--- src/hdl/e2a_pkg.sv ---
`default_nettype none
// ----------------------------------------------------------------------------
// e2a_pkg
// Shared types, constants and arithmetic helpers for the Euler to
// axis-angle converter.
// ----------------------------------------------------------------------------
package e2a_pkg;

    // Default configuration
    localparam int FRAC_BITS_DEF = 13;
    localparam int STAGES_DEF    = 16;

    // Internal formats: signed Q30
    localparam int IFRAC = 30;
    localparam int RW    = 36;  // rotation datapath width
    localparam int QW    = 34;  // sine, cosine and quaternion width
    localparam int VW    = 38;  // vectoring datapath width

    // Port widths
    localparam int IN_W  = 15;
    localparam int ROT_W = 16;
    localparam int AX_W  = 15;

    // Half angles in 1/128 degree
    localparam int HALF_TURN    = 23040;
    localparam int QUARTER_TURN = 11520;

    localparam longint PI_Q30      = 64'sd3373259426;
    localparam longint HALF_PI_Q30 = 64'sd1686629713;
    localparam longint GAIN_Q30    = 64'sd652032874;

    // Degree to radian scaling: a*PI_Q30/23040 = a*Z_INT + a*Z_REM/23040
    localparam int Z_INT    = 146408;
    localparam int Z_REM    = 19106;
    // Remaining divide by 45 after a shift by 9, exact below 2^19
    localparam int Z_RCP    = 1491309;
    localparam int Z_RCP_SH = 26;

    typedef logic signed [RW-1:0] rot_t;
    typedef logic signed [QW-1:0] q_t;
    typedef logic signed [VW-1:0] vec_t;

    typedef struct packed {
        rot_t x;
        rot_t y;
        rot_t z;
    } rot_state_t;

    typedef struct packed {
        vec_t x;
        vec_t y;
        vec_t z;
    } vec_state_t;

    typedef struct packed {
        q_t q0;
        q_t q1;
        q_t q2;
        q_t q3;
        q_t a1;
        q_t a2;
        q_t a3;
    } qset_t;

    typedef struct packed {
        vec_t bx;
        vec_t by;
        vec_t bz;
        logic und;
    } axis_side_t;

    // atan(2^-i) in Q30
    function automatic logic [31:0] atan_q30(input logic [4:0] i);
        logic [31:0] v;
        unique case (i)
            5'd0:  v = 32'd843314856;
            5'd1:  v = 32'd497837829;
            5'd2:  v = 32'd263043836;
            5'd3:  v = 32'd133525158;
            5'd4:  v = 32'd67021686;
            5'd5:  v = 32'd33543515;
            5'd6:  v = 32'd16775850;
            5'd7:  v = 32'd8388437;
            5'd8:  v = 32'd4194282;
            5'd9:  v = 32'd2097149;
            5'd10: v = 32'd1048575;
            5'd11: v = 32'd524287;
            5'd12: v = 32'd262143;
            5'd13: v = 32'd131071;
            5'd14: v = 32'd65535;
            5'd15: v = 32'd32767;
            5'd16: v = 32'd16383;
            5'd17: v = 32'd8191;
            5'd18: v = 32'd4095;
            5'd19: v = 32'd2047;
            5'd20: v = 32'd1023;
            5'd21: v = 32'd511;
            5'd22: v = 32'd255;
            5'd23: v = 32'd127;
            5'd24: v = 32'd63;
            5'd25: v = 32'd31;
            5'd26: v = 32'd15;
            5'd27: v = 32'd8;
            5'd28: v = 32'd4;
            5'd29: v = 32'd2;
            5'd30: v = 32'd1;
            5'd31: v = 32'd0;
        endcase
        return v;
    endfunction

    // Q30 product with floor rounding
    function automatic q_t qmul(input q_t a, input q_t b);
        logic signed [2*QW-1:0] p;
        p = (2*QW)'(a) * (2*QW)'(b);
        return q_t'(p >>> IFRAC);
    endfunction

    // Remove the CORDIC gain from a vectoring magnitude
    function automatic vec_t gain_mul(input vec_t x);
        logic signed [VW+31:0] p;
        p = (VW+32)'(x) * (VW+32)'(GAIN_Q30);
        return vec_t'(p >>> IFRAC);
    endfunction

endpackage
`default_nettype wire

--- src/hdl/e2a_rot_cell.sv ---
`default_nettype none
// ----------------------------------------------------------------------------
// e2a_rot_cell
// One rotation-mode CORDIC micro-rotation, registered.
// ----------------------------------------------------------------------------
module e2a_rot_cell
    import e2a_pkg::*;
#(
    parameter int IDX = 0
)
(
    input  wire logic       clk,
    input  wire logic       en,
    input  wire rot_state_t d,
    output rot_state_t      q
);

    rot_t dx;
    rot_t dy;
    rot_t dz;
    rot_t xs;
    rot_t ys;
    rot_t at;
    rot_state_t st_next;
    rot_state_t st_reg;

    assign dx = d.x;
    assign dy = d.y;
    assign dz = d.z;

    // Rotate toward zero residual angle
    always_comb
    begin
        xs = dx >>> IDX;
        ys = dy >>> IDX;
        at = rot_t'({4'd0, atan_q30(5'(IDX))});
        if (dz >= 0)
        begin
            st_next.x = dx - ys;
            st_next.y = dy + xs;
            st_next.z = dz - at;
        end
        else
        begin
            st_next.x = dx + ys;
            st_next.y = dy - xs;
            st_next.z = dz + at;
        end
    end

    always_ff @(posedge clk)
    begin
        if (en)
        begin
            st_reg <= st_next;
        end
    end

    assign q = st_reg;

endmodule
`default_nettype wire

--- config.mk ---
export PLATFORM = sky130hd
export DESIGN_NAME = e2a_rot_cell
export DESIGN_NICKNAME = d
export VERILOG_FILES = /design/src/hdl/e2a_pkg.sv /design/src/hdl/e2a_rot_cell.sv
export SDC_FILE = /design/constraint.sdc
export NUM_CORES = 1
export LEC_CHECK = 0
export ABC_AREA = 1
export BUFFER_PORTS_ARGS = -buffer_cell sky130_fd_sc_hd__buf_4
export CORE_MARGIN = 2
export CORE_UTILIZATION = 40
export CTS_CLUSTER_DIAMETER = 60
export DETAILED_ROUTE_END_ITERATION = 12
export HOLD_SLACK_MARGIN = 0.1
export PLACE_DENSITY = 0.67
export SYNTH_ARGS = -nofsm -noshare
export SYNTH_HDL_FRONTEND = slang
export SYNTH_SLANG_ARGS = --single-unit
export TNS_END_PERCENT = 5
--- constraint.sdc ---
create_clock -name clk -period 2.8 [get_ports clk]
set_clock_uncertainty 0.1 [all_clocks]
set_input_delay 0.14 -clock clk [delete_from_list [all_inputs] [get_ports clk]]
set_output_delay 0.14 -clock clk [all_outputs]
set_load 0.03 [all_outputs]
==> impl_metrics.xml <==
<?xml version="1.0" encoding="UTF-8"?>
<metrics>
  <group name="timing">
    <metric name="fmax" unit="MHz">376</metric>
    <metric name="final.period_utilization" unit="">0.951</metric>
    <metric name="tightest_slew" unit="ns">0.713</metric>
    <metric name="rsz_0062_raised_after_global_routing" unit="">true</metric>
    <metric name="max_slew_headroom" unit="">0.525</metric>
    <metric name="slew_violations" unit="">0</metric>
    <metric name="finalHoldViolCount" unit="">0</metric>
    <metric name="final.setup.worst_slack" unit="ns">0.137</metric>
    <metric name="finalHoldWorstSlack" unit="ns">0.139</metric>
    <metric name="finalCriticalPeriod" unit="ns">2.66</metric>
    <metric name="setup_viol" unit="">0</metric>
  </group>
  <group name="die">
    <metric name="placement_rows" unit="">66</metric>
    <metric name="chipHeight" unit="µm">185</metric>
    <metric name="placeableCoreArea" unit="µm²">32500</metric>
    <metric name="design.die.area" unit="µm²">34300</metric>
    <metric name="width_of_the_die" unit="µm">185</metric>
    <metric name="initial_utilization" unit="">0.404</metric>
    <metric name="ioPinCount" unit="">218</metric>
  </group>
  <group name="layout">
    <metric name="final_area" unit="µm²">16600</metric>
    <metric name="post_layout_nonfiller_instances" unit="">2784</metric>
    <metric name="antenna_cells" unit="">0</metric>
    <metric name="largest_reg_flops" unit="">107</metric>
    <metric name="syn2layout_area_growth" unit="%">26.7</metric>
    <metric name="layout-drive-gt1-share" unit="">0.192</metric>
    <metric name="nNetsFinal" unit="">2588</metric>
  </group>
  <group name="critical_path">
    <metric name="cp.depth" unit="">17</metric>
    <metric name="worst_ep_required_time" unit="ns">2.83</metric>
    <metric name="critical_path.cell_chain" unit="">dlygate4sd3_1 &gt; buf_4 &gt; ha_1 &gt; inv_1 &gt; fa_1 &gt; inv_1 &gt; nand3_1 &gt; nand3_2 &gt; nand2_1 &gt; nand2_1 &gt; nand3_1 &gt; nand2_1 &gt; nand2_1 &gt; nand2_1 &gt; nand2_1 &gt; nand3_1 &gt; nand2_1</metric>
    <metric name="setup.worst_path.end_class" unit="">flip-flop</metric>
    <metric name="crit_slowest_cell" unit="">dlygate4sd3_1</metric>
    <metric name="worst-path-buf-inv" unit="">4</metric>
    <metric name="critPathMostFrequentCell" unit="">nand2_1</metric>
    <metric name="worstSetupStartpointType" unit="">primary input</metric>
    <metric name="worst_ep_arrival_time" unit="ns">2.69</metric>
    <metric name="criticalPathCategory" unit="">in2reg</metric>
    <metric name="critical_path.top_delay_family" unit="">simple AND/OR/NAND/NOR gates</metric>
    <metric name="crit_path_start" unit="">d[72]</metric>
    <metric name="path_max_fanout" unit="">4</metric>
    <metric name="crit_path_max_incr_delay" unit="ns">0.54</metric>
    <metric name="setup.worst_path.end" unit="">q[66]$_DFFE_PP_</metric>
  </group>
  <group name="power_and_ir_drop">
    <metric name="power" unit="mW">7.19</metric>
    <metric name="p_per_area" unit="nW/µm²">433</metric>
    <metric name="irDropWorstVdd" unit="V">0.000322</metric>
    <metric name="leakagePower" unit="nW">8.50</metric>
  </group>
  <group name="logic_synthesis">
    <metric name="ys_async_sr_fraction" unit="">0</metric>
    <metric name="syn-instance-count" unit="">1999</metric>
    <metric name="synth_area_per_cell" unit="µm²">6.56</metric>
    <metric name="synth.most_common_cell" unit="">nand2_1</metric>
    <metric name="synth_seq_cells" unit="">107</metric>
    <metric name="yosys_most_used_dff" unit="">edfxtp_1</metric>
    <metric name="yosys.area.top_type_share" unit="">0.245</metric>
    <metric name="synthDistinctLibCells" unit="">46</metric>
    <metric name="cells_taking_the_most_area_after_synthesis" unit="">edfxtp_1 24%, nand2_1 16%, ha_1 13%, inv_1 8.4%, nand3_1 6.5%</metric>
    <metric name="yosysSeqAreaShare" unit="">0.245</metric>
    <metric name="synthesis.area" unit="µm²">13100</metric>
    <metric name="synth.top_cells.by_count" unit="">561 x nand2_1, 295 x inv_1, 172 x nor2_1, 170 x nand3_1, 166 x a21oi_1</metric>
    <metric name="edff_count_synth" unit="">107</metric>
    <metric name="yosysTopAreaCell" unit="">edfxtp_1</metric>
    <metric name="post_synthesis_net_count" unit="">2250</metric>
    <metric name="yosys_warnings" unit="">0</metric>
  </group>
  <group name="routing">
    <metric name="drcViolationCount" unit="">0</metric>
    <metric name="vias" unit="">14419</metric>
    <metric name="postRouteWirelength" unit="mm">48.4</metric>
    <metric name="avgRoutedWirePerCell" unit="µm">17.4</metric>
    <metric name="dr.first_iter.drc_count" unit="">934</metric>
    <metric name="route.antenna.remaining_nets" unit="">0</metric>
    <metric name="detailedRoute.firstPassIterationCount" unit="">5</metric>
    <metric name="avgViaCountPerCell" unit="">5.18</metric>
  </group>
  <group name="placement">
    <metric name="gpl.final_weighted_congestion" unit="">0.993</metric>
    <metric name="postPlaceCellArea" unit="µm²">16200</metric>
    <metric name="pre_cts_ws" unit="ns">-0.500</metric>
    <metric name="dpl.cell_count" unit="">2762</metric>
    <metric name="place.port_buffers" unit="">217</metric>
    <metric name="dpl.hpwl" unit="mm">41.4</metric>
  </group>
  <group name="global_route">
    <metric name="grt_pass1_vias" unit="">13885</metric>
    <metric name="grt_max_degree" unit="">64</metric>
    <metric name="grt_antenna_before_repair" unit="">0</metric>
    <metric name="gr-total-overflow" unit="">0</metric>
    <metric name="grt_first_pass_wirelength" unit="mm">73.4</metric>
    <metric name="grt_use_total" unit="">0.283</metric>
  </group>
  <group name="cts">
    <metric name="clock_sinks" unit="">107</metric>
    <metric name="numCtsBuffers" unit="">9</metric>
    <metric name="clock_tree.htree_level_count" unit="">3</metric>
    <metric name="postCtsSetupBuffers" unit="">0</metric>
    <metric name="ctsRootBufferMaster" unit="">clkbuf_16</metric>
    <metric name="clock_path_buffers" unit="">2</metric>
    <metric name="clock_pin_slew_on_the_worst_setup_and_hold_paths" unit="ns">0.08</metric>
    <metric name="cts_tree" unit="">yes</metric>
  </group>
  <group name="worst_hold_path">
    <metric name="worst_hold_path_depth" unit="">4</metric>
    <metric name="min-delay-path-class" unit="">in2reg</metric>
  </group>
  <group name="status">
    <metric name="status" unit="">finished, final reports clean</metric>
  </group>
  <group name="run">
    <metric name="drv.max_cap_violation_count" unit="">0</metric>
  </group>
</metrics>
## layout by cell type (no fill, tap or decap), types with 4 or more instances in the layout
cell,count
nor4_2,4
nor2_1,171
nand3_2,7
nand2_2,13
a21oi_1,162
xor2_1,52
nand4_1,21
nor3_1,16
o211ai_1,4
xnor2_1,10
a21oi_2,5
o21ai_2,6
nor2_2,6
dlygate4sd3_1,6
buf_4,364
o21bai_1,18
ha_1,136
o21ai_0,115
inv_2,5
nand2_1,560
nand3_1,168
edfxtp_1,107
clkbuf_16,9
a21o_1,9
o21ai_1,16
o21a_1,7
nor2_4,4
inv_1,295
a31oi_1,5
## worst min-delay path by stage
stage | from | end | slack [ns]
5_1_grt | d[36] | q[72]$_DFFE_PP_ | 0.15
3_5_place_dp | d[0] | q[0]$_DFFE_PP_ | 0.23
3_3_place_gp | d[0] | q[0]$_DFFE_PP_ | 0.23
2_1_floorplan | d[0] | q[0]$_DFFE_PP_ | 0.14
4_1_cts | d[36] | q[72]$_DFFE_PP_ | 0.12
6_report | d[36] | q[72]$_DFFE_PP_ | 0.14
## area by class of cell
class / count / area [µm²]
Inverter: 302 / 1140
Clock inverter: 6 / 83.8
Multi-Input combinational cell: 1544 / 8550
Timing Repair Buffer: 373 / 2850
Clock buffer: 10 / 229
Tap cell: 442 / 553
Sequential cell: 107 / 3210
Fill cell: 3294 / 15800
## kinds of logic (layout without fill, tap and decap cells)
| family | Yosys count | in the layout | share of synthesized area |
|---|---|---|---|
| fa+ha+maj | 141 | 141 | 0.137 |
| buf+inv | 348 | 691 | 0.111 |
| compound gates | 357 | 357 | 0.149 |
| simple gates | 984 | 984 | 0.317 |
| xor+xnor | 62 | 62 | 0.0414 |
| flops | 107 | 107 | 0.245 |
## report_power, final
part / total, mW / leakage (nW) / switching [mW] / internal, mW
clock: 1.42 / 0.152 / 0.702 / 0.718
combinational: 3.59 / 7.30 / 2.30 / 1.29
sequential: 2.18 / 1.05 / 0.103 / 2.08
## worst min-delay path, cell delays in order
cell and delay [ns]:
buf_4 0.12, inv_1 0.05, ha_1 0.12, inv_1 0.03
## stage by stage
step           setup TNS [ns]  utilization
2_1_floorplan        -0.00138            -
3_3_place_gp            -8.86        0.498
3_5_place_dp            -9.76        0.498
4_1_cts                     0        0.510
5_1_grt                -0.154        0.512
6_report                    0        0.512
## timing repair
item | 4_1_cts | 5_1_grt
resized for setup | 3 | 24
setup endpoints to repair | 9 | 27
pin swaps | 0 | 1
endpoints found under the hold margin | 6 | 0
hold buffers | 6 | 0
## per-layer routing
layer / share of wire / vias up / global-route usage
li1: - / 7174 / -
met1: 0.44 / 6576 / 0.364
met2: 0.45 / 564 / 0.468
met3: 0.067 / 105 / 0.0362
met4: 0.047 / 0 / 0.140
met5: 0 / - / 0
(Power assumes the default switching activity.)
