<file path="config.mk">
export PLATFORM = sky130hd
export DESIGN_NAME = e2a_vec_cell
export DESIGN_NICKNAME = d
export VERILOG_FILES = /design/src/hdl/e2a_pkg.sv /design/src/hdl/e2a_vec_cell.sv
export SDC_FILE = /design/constraint.sdc
export NUM_CORES = 1
export LEC_CHECK = 0
export BUFFER_PORTS_ARGS = -buffer_cell sky130_fd_sc_hd__buf_4
export CORE_MARGIN = 4
export CORE_UTILIZATION = 55
export CTS_CLUSTER_SIZE = 14
export DETAILED_ROUTE_END_ITERATION = 8
export PLACE_DENSITY = 0.9
export RECOVER_POWER = 25
export SLEW_MARGIN = 20
export SYNTH_ARGS = -nofsm -noshare
export SYNTH_HDL_FRONTEND = slang
export SYNTH_SLANG_ARGS = --single-unit
</file>
<file path="constraint.sdc">
create_clock -name clk -period 10.3 [get_ports clk]
set_input_delay 0.515 -clock clk [delete_from_list [all_inputs] [get_ports clk]]
set_output_delay 0.515 -clock clk [all_outputs]
set_load 0.03 [all_outputs]
</file>
<file path="src/hdl/e2a_pkg.sv">
`default_nettype none
// ----------------------------------------------------------------------------
// e2a_pkg
// Shared types, constants and arithmetic helpers for the Euler to
// axis-angle converter.
// ----------------------------------------------------------------------------
package e2a_pkg;

    // Default configuration
    localparam int FRAC_BITS_DEF = 13;
    localparam int STAGES_DEF    = 16;

    // Internal formats: signed Q30
    localparam int IFRAC = 30;
    localparam int RW    = 36;  // rotation datapath width
    localparam int QW    = 34;  // sine, cosine and quaternion width
    localparam int VW    = 38;  // vectoring datapath width

    // Port widths
    localparam int IN_W  = 15;
    localparam int ROT_W = 16;
    localparam int AX_W  = 15;

    // Half angles in 1/128 degree
    localparam int HALF_TURN    = 23040;
    localparam int QUARTER_TURN = 11520;

    localparam longint PI_Q30      = 64'sd3373259426;
    localparam longint HALF_PI_Q30 = 64'sd1686629713;
    localparam longint GAIN_Q30    = 64'sd652032874;

    // Degree to radian scaling: a*PI_Q30/23040 = a*Z_INT + a*Z_REM/23040
    localparam int Z_INT    = 146408;
    localparam int Z_REM    = 19106;
    // Remaining divide by 45 after a shift by 9, exact below 2^19
    localparam int Z_RCP    = 1491309;
    localparam int Z_RCP_SH = 26;

    typedef logic signed [RW-1:0] rot_t;
    typedef logic signed [QW-1:0] q_t;
    typedef logic signed [VW-1:0] vec_t;

    typedef struct packed {
        rot_t x;
        rot_t y;
        rot_t z;
    } rot_state_t;

    typedef struct packed {
        vec_t x;
        vec_t y;
        vec_t z;
    } vec_state_t;

    typedef struct packed {
        q_t q0;
        q_t q1;
        q_t q2;
        q_t q3;
        q_t a1;
        q_t a2;
        q_t a3;
    } qset_t;

    typedef struct packed {
        vec_t bx;
        vec_t by;
        vec_t bz;
        logic und;
    } axis_side_t;

    // atan(2^-i) in Q30
    function automatic logic [31:0] atan_q30(input logic [4:0] i);
        logic [31:0] v;
        unique case (i)
            5'd0:  v = 32'd843314856;
            5'd1:  v = 32'd497837829;
            5'd2:  v = 32'd263043836;
            5'd3:  v = 32'd133525158;
            5'd4:  v = 32'd67021686;
            5'd5:  v = 32'd33543515;
            5'd6:  v = 32'd16775850;
            5'd7:  v = 32'd8388437;
            5'd8:  v = 32'd4194282;
            5'd9:  v = 32'd2097149;
            5'd10: v = 32'd1048575;
            5'd11: v = 32'd524287;
            5'd12: v = 32'd262143;
            5'd13: v = 32'd131071;
            5'd14: v = 32'd65535;
            5'd15: v = 32'd32767;
            5'd16: v = 32'd16383;
            5'd17: v = 32'd8191;
            5'd18: v = 32'd4095;
            5'd19: v = 32'd2047;
            5'd20: v = 32'd1023;
            5'd21: v = 32'd511;
            5'd22: v = 32'd255;
            5'd23: v = 32'd127;
            5'd24: v = 32'd63;
            5'd25: v = 32'd31;
            5'd26: v = 32'd15;
            5'd27: v = 32'd8;
            5'd28: v = 32'd4;
            5'd29: v = 32'd2;
            5'd30: v = 32'd1;
            5'd31: v = 32'd0;
        endcase
        return v;
    endfunction

    // Q30 product with floor rounding
    function automatic q_t qmul(input q_t a, input q_t b);
        logic signed [2*QW-1:0] p;
        p = (2*QW)'(a) * (2*QW)'(b);
        return q_t'(p >>> IFRAC);
    endfunction

    // Remove the CORDIC gain from a vectoring magnitude
    function automatic vec_t gain_mul(input vec_t x);
        logic signed [VW+31:0] p;
        p = (VW+32)'(x) * (VW+32)'(GAIN_Q30);
        return vec_t'(p >>> IFRAC);
    endfunction

endpackage
`default_nettype wire

</file>
<file path="src/hdl/e2a_vec_cell.sv">
`default_nettype none
// ----------------------------------------------------------------------------
// e2a_vec_cell
// One vectoring-mode CORDIC micro-rotation, registered. The first cell of a
// lane also folds a vector in the left half plane by a quarter turn.
// ----------------------------------------------------------------------------
module e2a_vec_cell
    import e2a_pkg::*;
#(
    parameter int IDX   = 0,
    parameter bit FIRST = 1'b0
)
(
    input  wire logic       clk,
    input  wire logic       en,
    input  wire vec_state_t d,
    output vec_state_t      q
);

    vec_t px;
    vec_t py;
    vec_t pz;
    vec_t xs;
    vec_t ys;
    vec_t at;
    vec_state_t st_next;
    vec_state_t st_reg;

    // Fold the left half plane, then drive y toward zero
    always_comb
    begin
        px = d.x;
        py = d.y;
        pz = d.z;
        if (FIRST && px < 0)
        begin
            px = d.y;
            py = -d.x;
            pz = vec_t'(HALF_PI_Q30);
        end
        xs = px >>> IDX;
        ys = py >>> IDX;
        at = vec_t'({6'd0, atan_q30(5'(IDX))});
        if (py > 0)
        begin
            st_next.x = px + ys;
            st_next.y = py - xs;
            st_next.z = pz + at;
        end
        else
        begin
            st_next.x = px - ys;
            st_next.y = py + xs;
            st_next.z = pz - at;
        end
    end

    always_ff @(posedge clk)
    begin
        if (en)
        begin
            st_reg <= st_next;
        end
    end

    assign q = st_reg;

endmodule
`default_nettype wire

</file>
==> results of run 1 <==
[worst paths after layout]
kind | endpoint | start | depth (start not counted)
max | q[34] | d[51] | 17
min | q[2] | d[2] | 1
[cells by family after synthesis]
| kind of cell | after synthesis | share of synthesized area |
|---|---|---|
| simple gates | 351 | 0.139 |
| xor+xnor | 107 | 0.0785 |
| compound gates | 524 | 0.273 |
| flops | 113 | 0.284 |
| fa+ha+maj | 148 | 0.158 |
| buf+inv | 176 | 0.0563 |
| mux | 14 | 0.0117 |
[critical path: stages]
cell	delay (ns)
buf_4	0.13
nor4_1	0.74
nand4_1	0.23
nor3_1	0.19
or2_4	0.29
inv_2	0.08
buf_4	0.39
ha_1	0.48
a21oi_1	0.22
nor3_1	0.09
a2111oi_0	0.69
a21oi_1	0.23
o21ai_0	0.40
o22ai_1	0.23
o21ai_0	0.22
a21oi_1	0.11
xor2_1	0.15
[cell type report]
| cell class | instances | area share |
|---|---|---|
| clock buffer | 17 | 0.0298 |
| inverter | 116 | 0.0305 |
| tap | 275 | 0.0241 |
| sequential | 113 | 0.237 |
| multi-input combinational | 1144 | 0.551 |
| timing repair buffer | 232 | 0.113 |
| clock inverter | 15 | 0.0146 |
[per-stage QoR]
step           area (µm²)   util  hold slack, ns  worst slack (ns)  cells
6_report            14300  0.676           0.288              5.08   1912
5_1_grt             14300  0.676           0.281              4.78   1912
4_1_cts             14400  0.682           0.254              5.34   1912
3_5_place_dp        13800  0.652           0.695              4.88   1880
3_3_place_gp        13800  0.652           0.693              4.95   1880
2_1_floorplan       11900      -           0.614              5.46   1433
[layer usage]
layer  vias to the layer above  routed length (µm)  track usage
li1                       5627                   -            -
met1                      5650               17100        0.447
met2                       687               18600        0.531
met3                       103                3880       0.0531
met4                         0                1310        0.101
met5                         -                   0            0
[report_power, final]
part / switching, mW / total, mW / internal (mW)
Sequential: 0.0274 / 0.641 / 0.613
Clock: 0.249 / 0.656 / 0.408
Combinational: 0.580 / 0.892 / 0.313
[placed cells by master, fill, tap and decap left out, types with 37 or more instances in the layout]
master    count
o21ai_0     104
xnor2_1      97
a21oi_1     209
buf_4       194
ha_1        144
inv_1       114
nand2_1      89
edfxtp_1    113
a21o_1       37
nor2_1      114
==> impl_results.md, run 1 <==
* Sequential-to-total area share from yosys stat at 0.284
* Top post-synthesis cells by count: 209 x a21oi_1, 144 x ha_1, 114 x inv_1, 114 x nor2_1, 113 x edfxtp_1
* Largest net degree at the start of global routing at 89
* Hold Crit Class: input port to flip-flop
* Cell variety after synth at 70
* Die Y-Extent at 155 µm
* Setup TNS Final at 0 ns
* Period utilization at 0.506
* # diodes at 0
* Total power at 2.19 mW
* Filler cells at 1807
* Total track usage at 0.327
* Storage cell area at 3390 µm²
* Synth Warn # at 0
* RSZ-0062 raised after global routing: no
* Max reg flops at 113
* Final Hold Violating Endpoints at 0
* Multi-input logic area at 7870 µm²
* Tightest Pin Transition at 2.64 ns
* Core Box Area at 21200 µm²
* Async SR Flop Fraction at 0
* Violated checks: max-capacitance violations, max-slew violations
* CTS Root Cell: clkbuf_16
* Vias at 12100
* VDD IR max at 109 µV
* 1st-pass router iterations at 6
* IO Pins at 230
* Final-report setup violation count at 0
* Worst Path Max Fanout at 64
* Cells after Synth at 1433
* Row count at 53
* Largest cells by area after synthesis: edfxtp_1 28%, ha_1 15%, a21oi_1 8.8%
* Initial antenna violation count at 0
* Initial Util at 0.564
* DRC Markers at 0
* Layout area overhead at 19.7%
* Main flop type after synthesis: edfxtp_1
* # hold bufs at CTS at 0
* Final wirelength at 40900 µm
* PwrDens at 153 nW/µm²
* WP data required at 10.48 ns
* P_leak at 6.14 nW
* PortBufs at 229
* TritonCTS clock tree: yes
* Tmin final at 5.22 ns
* Number of synthesized flops with an enable pin at 113
* Post-DP HPWL at 32200 µm
* Cts repair resizes at 0
* Die Wd at 155 µm
* Top cell type by total area after synthesis: edfxtp_1
* GRT overflow at 0
* CTS buffer count at 17
* Outcome: finished, violations left
* Most frequent cell after synthesis: a21oi_1
* CTS H-tree depth at 4
* Clock sink count at 113
* Wire per inst at 21.4 µm
* Arr. time, crit path at 5.39 ns
* Worst-path clk slew at 0.06 ns
* Final nets at 1888
* GP Congestion at 1.08
* Critical Path End Type: flip-flop
* Type of origin of the critical path: input port
* FF+latch count, synth at 113
* Share of layout cells above drive strength 1 at 0.148
* Max-slew violations at 50
* Mapped Area at 11900 µm²
* Initial drt markers at 1245
* Critical path class: input port to flip-flop
* Max Root-Sink Buffers at 2
* Vias in the first global route at 11600
* Syn nets at 1697
* Syn Area/Cell at 8.33 µm²
* Max-Cap Viols at 1
* Peak Freq at 192 MHz
* Worst rel slew slack at -0.758
* Die area at 24100 µm²
* Via density at 6.31
* Setup Buffers After CTS at 0
* Synth top area share at 0.284
* Global-route wire length before repair at 62700 µm
* Antenna viol nets, final at 0
Note: power is estimated with default switching activity, not from simulation.
==> run 2, diff against run 1 <==
==> constraint.sdc (replaced) <==
create_clock -name clk -period 5.5 [get_ports clk]
set_input_delay 0.275 -clock clk [delete_from_list [all_inputs] [get_ports clk]]
set_output_delay 0.275 -clock clk [all_outputs]
set_load 0.03 [all_outputs]
==> run 2 against run 1 <==
- the run still ends with max-capacitance violations, max-slew violations left
- power is 83% higher
- via count is 1.4% higher
- die area stayed put
==> impl_results.md, run 2 (synthesis results as in run 1) <==
* # hold bufs at CTS at 0 (unchanged)
* CTS Root Cell: clkbuf_16
* Max-slew violations at 55 (+10%)
* Worst setup path start: d[51]
* Slowest CP cell: o41a_1
* Worst rel slew slack at -1.18 (-0.421)
* Clock sink count at 113 (unchanged)
* Via density at 6.38 (+1.1%)
* WP data required at 5.68 ns (-4.80 ns)
* Max-Cap Viols at 1 (unchanged)
* Antenna viol nets, final at 0 (unchanged)
* Tmin final at 4.32 ns
* GRT overflow at 0 (unchanged)
* Delay-heaviest family, CP: compound AO/OA/AOI/OAI gates
* Die area at 24100 µm² (unchanged)
* PortBufs at 229 (unchanged)
* Share of layout cells above drive strength 1 at 0.153 (+0.00494)
* Most common library cell in the layout ignoring fill and taps: a21oi_1
* Wire per inst at 21.8 µm (+2.0%)
* Worst Path Max Fanout at 20 (-69%)
* Most frequent cells in the layout: 209 x a21oi_1, 205 x buf_4, 144 x ha_1
* Initial antenna violation count at 0 (unchanged)
* Cts repair resizes at 0 (unchanged)
* Setup Buffers After CTS at 0 (unchanged)
* DRC Markers at 0 (unchanged)
* PwrDens at 280 nW/µm² (+83%)
* Total track usage at 0.332 (+0.00586)
* Final nets at 1894 (+0.32%)
* Setup TNS Final at 0 ns (unchanged)
* Design Area, Final at 14300 µm² (about the same)
* RSZ-0062 raised after global routing: no
* Final Hold Violating Endpoints at 0 (unchanged)
* Arr. time, crit path at 4.50 ns (-0.89 ns)
* CTS H-tree depth at 4 (unchanged)
* Post-DP HPWL at 32500 µm (+1.1%)
* Hold path start: d[0]
* Cell-by-cell trace of the critical path: buf_4, nor4_1, buf_4, nand4_1, nor3_1, or2_4, inv_2, ha_1, a211oi_1, o211ai_1, nand4_1, o21a_1, o41a_1, o311a_1, o21ai_1, a21oi_1, xnor2_1
* Delay of the slowest critical-path stage at 0.49 ns (-0.25 ns)
* Final-report setup violation count at 0 (unchanged)
* Critical Path End Type: flip-flop
* VDD IR max at 221 µV (+100%)
* Largest net degree at the start of global routing at 77 (-13%)
* Initial Util at 0.564 (unchanged)
* CTS buffer count at 17 (unchanged)
* Critical path class: input port to flip-flop
* Row count at 53 (unchanged)
* Total power at 4.00 mW (+83%)
* GP Congestion at 0.985 (-8.8%)
* # diodes at 0 (unchanged)
* Critical Path Stages at 17 (unchanged)
* Die Y-Extent at 155 µm (unchanged)
* Hold Crit Class: input port to flip-flop
* Final wirelength at 41900 µm (+2.3%)
* Violated checks: max-capacitance violations, max-slew violations
* Hold WS at 0.0461 ns (-0.242 ns)
* Core Box Area at 21200 µm² (unchanged)
* Tightest Pin Transition at 3.27 ns (+0.631 ns)
* Global-route wire length before repair at 63700 µm (+1.5%)
* Max Root-Sink Buffers at 2 (unchanged)
* Worst-path clk slew at 0.06 ns (about the same)
* Period utilization at 0.786
* Buf/Inv on CP at 3 (unchanged)
* TritonCTS clock tree: yes
* Outcome: finished, violations left
* 1st-pass router iterations at 7 (+1)
* Type of origin of the critical path: input port
* Initial drt markers at 1359 (+9.2%)
* IO Pins at 230 (unchanged)
* P_leak at 6.16 nW (+0.32%)
* DP Area at 13800 µm² (+0.33%)
* WHS Endpoint: q[0]
* Max reg flops at 113 (unchanged)
* Vias at 12200 (+1.4%)
* Layout area overhead at 19.7% (about the same)
* Peak Freq at 231 MHz
* Vias in the first global route at 11800 (+1.5%)
* Final design utilization at 0.675 (about the same)
* Worst hold stages at 1 (unchanged)
* Die Wd at 155 µm (unchanged)
==> run 2: cell count changes in the layout (fill, tap and decap cells not counted), sizes merged <==
cell	change
buf	+11
bufinv	-2
clkbuf	-4
clkinv	+1
==> run 2: cell type report <==
type	count	area [µm²]
multi-input cells	1144	7870
fillers	1782	6870
flip-flops and latches	113	3390
repair buffers	238	1670
inverters	116	435
clock buffers	18	429
well taps	275	344
clock inverters	14	139
==> run 2: per-stage QoR <==
step                      cells  setup WS (ns)
after floorplan            1433          0.897
after global placement     1886          0.913
after detailed placement   1886          0.812
after CTS                  1918           1.24
after global routing       1918          0.952
final                      1918           1.18
==> run 2: routing by layer <==
layer  GRT usage  wire length, µm
met1       0.454            17500
met5           0                0
met2       0.525            18700
met4       0.125             1740
met3      0.0629             4000
==> run 2: power by group <==
group / total [mW] / switching (mW) / internal (mW)
logic: 1.69 / 1.10 / 0.594
registers: 1.20 / 0.0535 / 1.15
clock network: 1.11 / 0.446 / 0.663
total: 4.00 / 1.60 / 2.41
==> run 2: worst max path at each step <==
stage / endpoint / slack, ns
after floorplan: q[35] / 0.90
after detailed placement: q[37] / 0.81
final: q[37] / 1.18
after global placement: q[35] / 0.91
after global routing: q[35] / 0.95
after CTS: q[37] / 1.24
